### config.mk
export PLATFORM = sky130hd
export DESIGN_NAME = weno5_div
export DESIGN_NICKNAME = d
export VERILOG_FILES = /design/src/design/weno5_pkg.sv /design/src/design/weno5_div.sv
export SDC_FILE = /design/constraint.sdc
export NUM_CORES = 2
export LEC_CHECK = 0
export BUFFER_PORTS_ARGS = -buffer_cell sky130_fd_sc_hd__buf_2
export CELL_PAD_IN_SITES_DETAIL_PLACEMENT = 0
export CELL_PAD_IN_SITES_GLOBAL_PLACEMENT = 1
export CORE_MARGIN = 2
export CORE_UTILIZATION = 55
export CTS_BUF_LIST = sky130_fd_sc_hd__clkbuf_8
export CTS_CLUSTER_DIAMETER = 100
export DETAILED_ROUTE_END_ITERATION = 8
export PLACE_DENSITY = 0.95
export SETUP_SLACK_MARGIN = 0.1
export SYNTH_ARGS = -nofsm -noshare
export SYNTH_HDL_FRONTEND = slang
export SYNTH_SLANG_ARGS = --single-unit
### constraint.sdc
create_clock -name clk -period 8.8 [get_ports clk]
set_input_delay 1.32 -clock clk [delete_from_list [all_inputs] [get_ports clk]]
set_output_delay 1.32 -clock clk [all_outputs]
set_load 0.03 [all_outputs]
### src/design/weno5_pkg.sv
// shared types and constants for the weno5 face reconstruction unit
package weno5_pkg;

    localparam int DATA_W        = 24;
    localparam int FRAC_BITS_DEF = 16;

    localparam int T_W    = 15;
    localparam int W_W    = 24;
    localparam int N_W    = DATA_W + 5;
    localparam int SUM_W  = W_W + 2;
    localparam int DEN_W  = SUM_W + 3;
    localparam int PROD_W = W_W + 1 + N_W;
    localparam int NUM_W  = PROD_W + 2;
    localparam int DIVD_W = NUM_W + 1;
    localparam int Q_W    = DATA_W + 1;
    localparam int DIFF_W = (DATA_W + 4 > 30) ? DATA_W + 4 : 30;
    localparam int MAG_W  = 29;

    localparam logic [63:0] EPS12_Q32 = 64'd51540;
    localparam logic [63:0] DIFF_CAP  = 64'd536870911;
    localparam logic [63:0] SCALE_CAP = 64'h4000_0000_0000_0000;

    typedef struct packed {
        logic signed [DATA_W-1:0] u_m2;
        logic signed [DATA_W-1:0] u_m1;
        logic signed [DATA_W-1:0] u_c0;
        logic signed [DATA_W-1:0] u_p1;
        logic signed [DATA_W-1:0] u_p2;
    } stencil_t;

    typedef struct packed {
        logic signed [DATA_W-1:0] face_value;
        logic                     saturated;
    } face_t;

    typedef struct packed {
        logic valid;
        logic neg;
    } div_tag_t;

endpackage

### src/design/weno5_div.sv
// pipelined restoring divider, one quotient bit per stage
module weno5_div
(
    input  logic                          clk,
    input  logic                          rst_n,
    input  logic                          en,
    input  weno5_pkg::div_tag_t           tag_in,
    input  logic [weno5_pkg::DIVD_W-1:0]  dividend,
    input  logic [weno5_pkg::DEN_W-1:0]   den,
    output weno5_pkg::div_tag_t           tag_out,
    output logic [weno5_pkg::Q_W-1:0]     quot
);

    localparam int QW = weno5_pkg::Q_W;
    localparam int DW = weno5_pkg::DIVD_W;
    localparam int EW = weno5_pkg::DEN_W;
    localparam int CW = DW + EW + QW;

    weno5_pkg::div_tag_t tag_reg [0:QW];
    logic [DW-1:0]       rem_reg [0:QW-1];
    logic [EW-1:0]       den_reg [0:QW-1];
    logic [QW-1:0]       q_reg   [0:QW];

    always_ff @(posedge clk or negedge rst_n)
    begin
        if (!rst_n)
        begin
            tag_reg[0] <= '0;
        end
        else if (en)
        begin
            tag_reg[0] <= tag_in;
        end
    end

    always_ff @(posedge clk)
    begin
        if (en)
        begin
            rem_reg[0] <= dividend;
            den_reg[0] <= den;
            q_reg[0]   <= '0;
        end
    end

    for (genvar j = 0; j < QW; j++)
    begin : g_step
        logic [CW-1:0] shifted;
        logic [CW-1:0] rem_ext;
        logic [CW-1:0] diff;
        logic          ge;

        assign shifted = CW'(den_reg[j]) << (QW - 1 - j);
        assign rem_ext = CW'(rem_reg[j]);
        assign diff    = rem_ext - shifted;
        assign ge      = (rem_ext >= shifted);

        always_ff @(posedge clk or negedge rst_n)
        begin
            if (!rst_n)
            begin
                tag_reg[j+1] <= '0;
            end
            else if (en)
            begin
                tag_reg[j+1] <= tag_reg[j];
            end
        end

        always_ff @(posedge clk)
        begin
            if (en)
            begin
                q_reg[j+1] <= {q_reg[j][QW-2:0], ge};
            end
        end

        // the last stage only needs the quotient bit
        if (j < QW - 1)
        begin : g_carry
            always_ff @(posedge clk)
            begin
                if (en)
                begin
                    rem_reg[j+1] <= ge ? diff[DW-1:0] : rem_reg[j];
                    den_reg[j+1] <= den_reg[j];
                end
            end
        end
    end

    assign tag_out = tag_reg[QW];
    assign quot    = q_reg[QW];

endmodule

[Yosys cells after proc, flatten, opt, wreduce, memory -nomap -nowiden]
Memory sizes are Yosys's and may differ from the RTL's.
Index checks and enable logic that the tools add are counted.
Word-level totals
  register bits after elaboration: 52
  memory bits (writable): 2800
  bits of input ports: 91
  output and inout bits: 27
  word-level logic and storage cells: 130
  memories: 3
Cells by class
  add/sub/neg operators: 24
  order comparisons: 25
  mux-type cells: 26
Memory list
  rem_reg: words 25, bits a word 57, rd ports 25, clocked after Yosys merged registers in 0, wr ports 25, RTL line weno5_div.sv:20  | logic [DW-1:0] rem_reg [0:QW-1];
  den_reg: words 25, bits a word 29, rd ports 25, clocked after Yosys merged registers in 0, wr ports 25, RTL line weno5_div.sv:21  | logic [EW-1:0] den_reg [0:QW-1];
  q_reg: words 26, bits a word 25, rd ports 26, clocked after Yosys merged registers in 0, wr ports 26, RTL line weno5_div.sv:22  | logic [QW-1:0] q_reg [0:QW];
Operator list (number)
  57-bit two-way mux: 24
  57-bit by 29-bit >= comparator with 1-bit output: 1
  57-bit by 30-bit >= comparator with 1-bit output: 1
  57-bit by 31-bit >= comparator with 1-bit output: 1
  57-bit by 32-bit >= comparator with 1-bit output: 1
  57-bit by 33-bit >= comparator with 1-bit output: 1
  57-bit by 34-bit >= comparator with 1-bit output: 1
  57-bit by 35-bit >= comparator with 1-bit output: 1
  57-bit by 36-bit >= comparator with 1-bit output: 1
  57-bit by 37-bit >= comparator with 1-bit output: 1
  57-bit by 38-bit >= comparator with 1-bit output: 1
  57-bit by 39-bit >= comparator with 1-bit output: 1
  57-bit by 40-bit >= comparator with 1-bit output: 1
  57-bit by 41-bit >= comparator with 1-bit output: 1
  57-bit by 42-bit >= comparator with 1-bit output: 1
  57-bit by 43-bit >= comparator with 1-bit output: 1
  57-bit by 44-bit >= comparator with 1-bit output: 1
  57-bit by 45-bit >= comparator with 1-bit output: 1
  57-bit by 46-bit >= comparator with 1-bit output: 1
  57-bit by 47-bit >= comparator with 1-bit output: 1
  57-bit by 48-bit >= comparator with 1-bit output: 1
  57-bit by 49-bit >= comparator with 1-bit output: 1
  57-bit by 50-bit >= comparator with 1-bit output: 1
  57-bit by 51-bit >= comparator with 1-bit output: 1
  27 further kinds: 28

[Depth between registers and ports, before layout]
An unclocked memory read counts as a cell.
  depth in word-level cells: 3
  depth in mapped cells: 17
  gate-level depth less buffers: 14

[Worst setup path after synthesis]
OpenSTA, ideal clock, no wires.
  path kind: register -> register
  from: memory rem_reg[1][176] (netlist name)
  to: memory rem_reg[1][279] (netlist name), data pin
  library setup time: 0.273 ns
  arrival: 3.586 ns
  data required time: 8.527 ns
  slack: 4.942 ns
  cell stages (with the launch flop): 14
  buffers on the path: 0
  clock period less this slack: 3.858 ns
  cells stage by stage: edfxtp_1 -> inv_1 -> ha_1 -> inv_1 -> fa_1 -> a21o_1 -> a221oi_1 -> o31ai_1 -> a21oi_1 -> o41ai_1 -> a2111oi_0 -> nand2b_1 -> nor4b_1 -> xor2_1
RTL lines (RTL line)
  start, declared: weno5_div.sv:20

==> flow_summary_export.csv <==
group,metric,value,unit
outcome,outcome,"completed",
placement,hpwlAfterDp,261,mm
cts,cts_hold_buf,0,
cts,clock_path_buffers,4,
critical_path,required,9.58,ns
critical_path,worst-setup-path-type,"flip-flop to flip-flop",
hold_path,min-delay-start,"dividend[4]",
global_routing,grt_pass1_vias,90800,
global_routing,grt_start_max_net_pins,191,
floorplan,io_pins,118,
power,finalPower,46.4,mW
floorplan,die_y,497,um
detailed_routing,wl,349,mm
cts,cts_tree,"yes",
sta,fin_skew,0.151,ns
power,p_leak,56.2,nW
critical_path,cp.arrival,5.58,ns
hold_path,min_path_type,"input pin to flip-flop",
sta,hold_viol,0,
sta,drv_slew,0,
floorplan,coreArea,241000,sq um
yosys,synthCells,11700,
global_routing,met3_usage,4.70,%
sta,fmax,208,MHz
critical_path,cp-end-kind,"flip-flop",
cts,cts_buffers,421,
floorplan,die_w,497,um
placement,gp_congestion,0.974,
final_layout,final_nets,12800,
sta,rsz0062_at_grt,"false",
power,irDropWorstVdd,0.212,mV
yosys,synth_area_leaders,"edfxtp_1, ha_1, a21oi_1",
detailed_routing,drc,0,
global_routing,grt_usage,27.8,%
placement,port_buffers,117,
sta,setup_violations,0,
sta,tightest_slew,1.31,ns
power,pwr-share-clk,22.0,%
yosys,ys_seq_area_share,56.6,%
yosys,synthesis.area,134000,sq um
critical_path,r2r_end,"rem_reg[1][38]$_DFFE_PP_",
placement,dpl-instance-area,137000,sq um
detailed_routing,antenna_left,0,
cts,root_buffer,"clkbuf_8",
yosys,synth_common_cells,"edfxtp_1, inv_1, nand2_1",
floorplan,die-area,247000,sq um
critical_path,rr_worst_depth,15,
detailed_routing,drt-initial-drc-count,9152,
global_routing,grt.busiest_layer,"met2",
floorplan,num_rows,180,
power,seq_power_share,40.5,%
yosys,post-synth-top-area-fraction,55.6,%
hold_path,holdPathStages,1,
hold_path,hold_path_end,"rem_reg[0][4]$_DFFE_PP_",
critical_path,timing.rr.start,"rem_reg[0][864]$_DFFE_PP_",
critical_path,startpoint_type,"flip-flop",
detailed_routing,vias,93300,
power,swShare,36.9,%
final_layout,regArea,75600,sq um
floorplan,initial_core_util,55.4,%
detailed_routing,viasPerCell,6.03,
final_layout,largest_reg_flops,1425,
cts,path_clk_slew,0.07,ns
yosys,ys_ff_latch,2527,
placement,pre_cts_slack,4.05,ns
final_layout,fillCellCount,19000,
cts,cts.sinks,2527,
cts,clk_latency,1.15,ns
global_routing,grt_use_met1,35.5,%
detailed_routing,wl_per_cell,22.5,um
job,max-cap-violations,0,
final_layout,area_growth,8.99,%
global_routing,grt.overflow.total,0,
detailed_routing,firstDrtPassIters,6,
power,powerDensity,319,nW/um^2
sta,fin_crit,4.80,ns
yosys,synth_edf_count,2475,
yosys,yosys_warnings,0,
cts,postCtsResizedCells,0,
critical_path,critPathMaxFanout,35,
final_layout,fin_area,146000,sq um
global_routing,grt_pass1_wl,531,mm
power,p_sw,17.1,mW
sta,post-route-period-util,54.6,%
yosys,synth.most_common_cell,"edfxtp_1",
critical_path,timing.reg2reg.setup_slack,4.00,ns
yosys,synth_nets,12500,
yosys,synth_ff_type,"edfxtp_1",
cts,htreeDepth,5,
global_routing,grtUsageMet2,46.2,%
sta,relSlewSlack,11.7,%
yosys,netlist.top_cell.by_area,"edfxtp_1",
power,p_comb_share,37.5,%
cts,cts_setup_buffers,0,
final_layout,drive_gt1_share,7.86,%
final_layout,multi_input_area,53100,sq um
sta,setup_tns,0,ns
yosys,async_flop_share,2.06,%
yosys,synthDistinctLibCells,94,
power,p_int,29.3,mW
yosys,syn_area_per_cell,11.4,sq um
sta,worst_slack,4.00,ns
global_routing,antenna_found_initial,11,
## power by group through the flow
stage / logic, mW / clock network [mW] / registers [mW]
floorplan: 12.9 / 0 / 17.9
global placement: 16.8 / 0 / 18.9
detailed placement: 17.0 / 0 / 19.0
CTS: 17.2 / 10.4 / 18.8
global route: 19.2 / 10.9 / 19.0
finish: 17.4 / 10.2 / 18.8
## worst max path at each step
stage / startpoint / end / slack [ns] / depth (start not counted)
global route: den_reg[7][1]$_DFFE_PP_ / rem_reg[0][506]$_DFFE_PP_ / 3.63 / 11
detailed placement: rem_reg[1][288]$_DFFE_PP_ / rem_reg[1][381]$_DFFE_PP_ / 4.05 / 12
floorplan: rem_reg[1][176]$_DFFE_PP_ / rem_reg[1][279]$_DFFE_PP_ / 4.94 / 13
CTS: rem_reg[1][321]$_DFFE_PP_ / rem_reg[1][374]$_DFFE_PP_ / 4.02 / 9
global placement: den_reg[18][0]$_DFFE_PP_ / rem_reg[1][224]$_DFFE_PP_ / 4.00 / 10
finish: rem_reg[0][864]$_DFFE_PP_ / rem_reg[1][38]$_DFFE_PP_ / 4.00 / 15
## cell families after synthesis
group / Yosys count / synth area share (%)
multiplexers: 146 / 1.23
flip-flops: 2527 / 56.6
XOR/XNOR: 934 / 6.12
AND/OR/NAND/NOR: 3221 / 12.0
buffers and inverters: 1277 / 3.69
AO/OA/AOI/OAI: 2841 / 13.2
adder cells (fa/ha/maj): 749 / 7.15
## per-stage QoR
stage / util, % / hold slack, ns / std cells
global route: 60.4 / 0.249 / 15500
floorplan: - / 0.400 / 11700
detailed placement: 57.1 / 0.405 / 14700
CTS: 60.4 / 0.225 / 15500
finish: 60.4 / 0.336 / 15500
global placement: 57.0 / 0.401 / 14700
## routing by layer
metal	vias to the layer above	part of all wire, %
met2	3446	48
met5	-	0
met4	0	5.0
met1	45200	41
met3	741	6.5
li1	43900	-
## layout by cell type, fill, tap and decap left out, types with 42 or more instances in the layout
| cell type | instances |
|---|---|
| edfxtp_1 | 2475 |
| inv_1 | 1033 |
| nand2_1 | 907 |
| a21oi_1 | 890 |
| o21ai_0 | 735 |
| ha_1 | 725 |
| nor2_1 | 709 |
| xnor2_1 | 509 |
| clkbuf_8 | 428 |
| xor2_1 | 425 |
| a21o_1 | 371 |
| nor3_1 | 257 |
| nand3_1 | 225 |
| nand4_1 | 174 |
| nor4_1 | 171 |
| mux2_2 | 140 |
| nand2b_1 | 131 |
| o21a_1 | 116 |
| buf_2 | 116 |
| clkinv_1 | 105 |
| or3_1 | 104 |
| o21bai_1 | 104 |
| nor2b_1 | 102 |
| and3_1 | 96 |
| a211oi_1 | 81 |
| a31oi_1 | 75 |
| o31ai_1 | 70 |
| or4_1 | 67 |
| clkinv_2 | 60 |
| o211ai_1 | 56 |
| buf_4 | 52 |
| dfrtp_1 | 52 |
| or2_2 | 48 |
| nor4b_1 | 42 |
## final cells by class
class,count,area share (%)
flip-flops and latches,2527,51.9
multi-input cells,7891,36.5
clock buffers,428,4.05
well taps,3185,2.74
inverters,935,2.41
clock inverters,312,1.48
repair buffers,183,0.873
diodes,16,0.0275
## critical path, stage by stage (launching register included)
cell and delay, ns:
edfxtp_1 0.39, inv_1 0.08, ha_1 0.16, inv_1 0.06, fa_1 0.41, a21o_1 0.22
a221oi_1 0.44, a211oi_1 0.19, o211ai_1 0.48, a21oi_1 0.19, a21oi_1 0.30, and2_1 0.18
buf_4 0.35, inv_1 0.55, and3_1 0.35, xor2_1 0.14
Note: power is estimated with default switching activity, not from simulation.
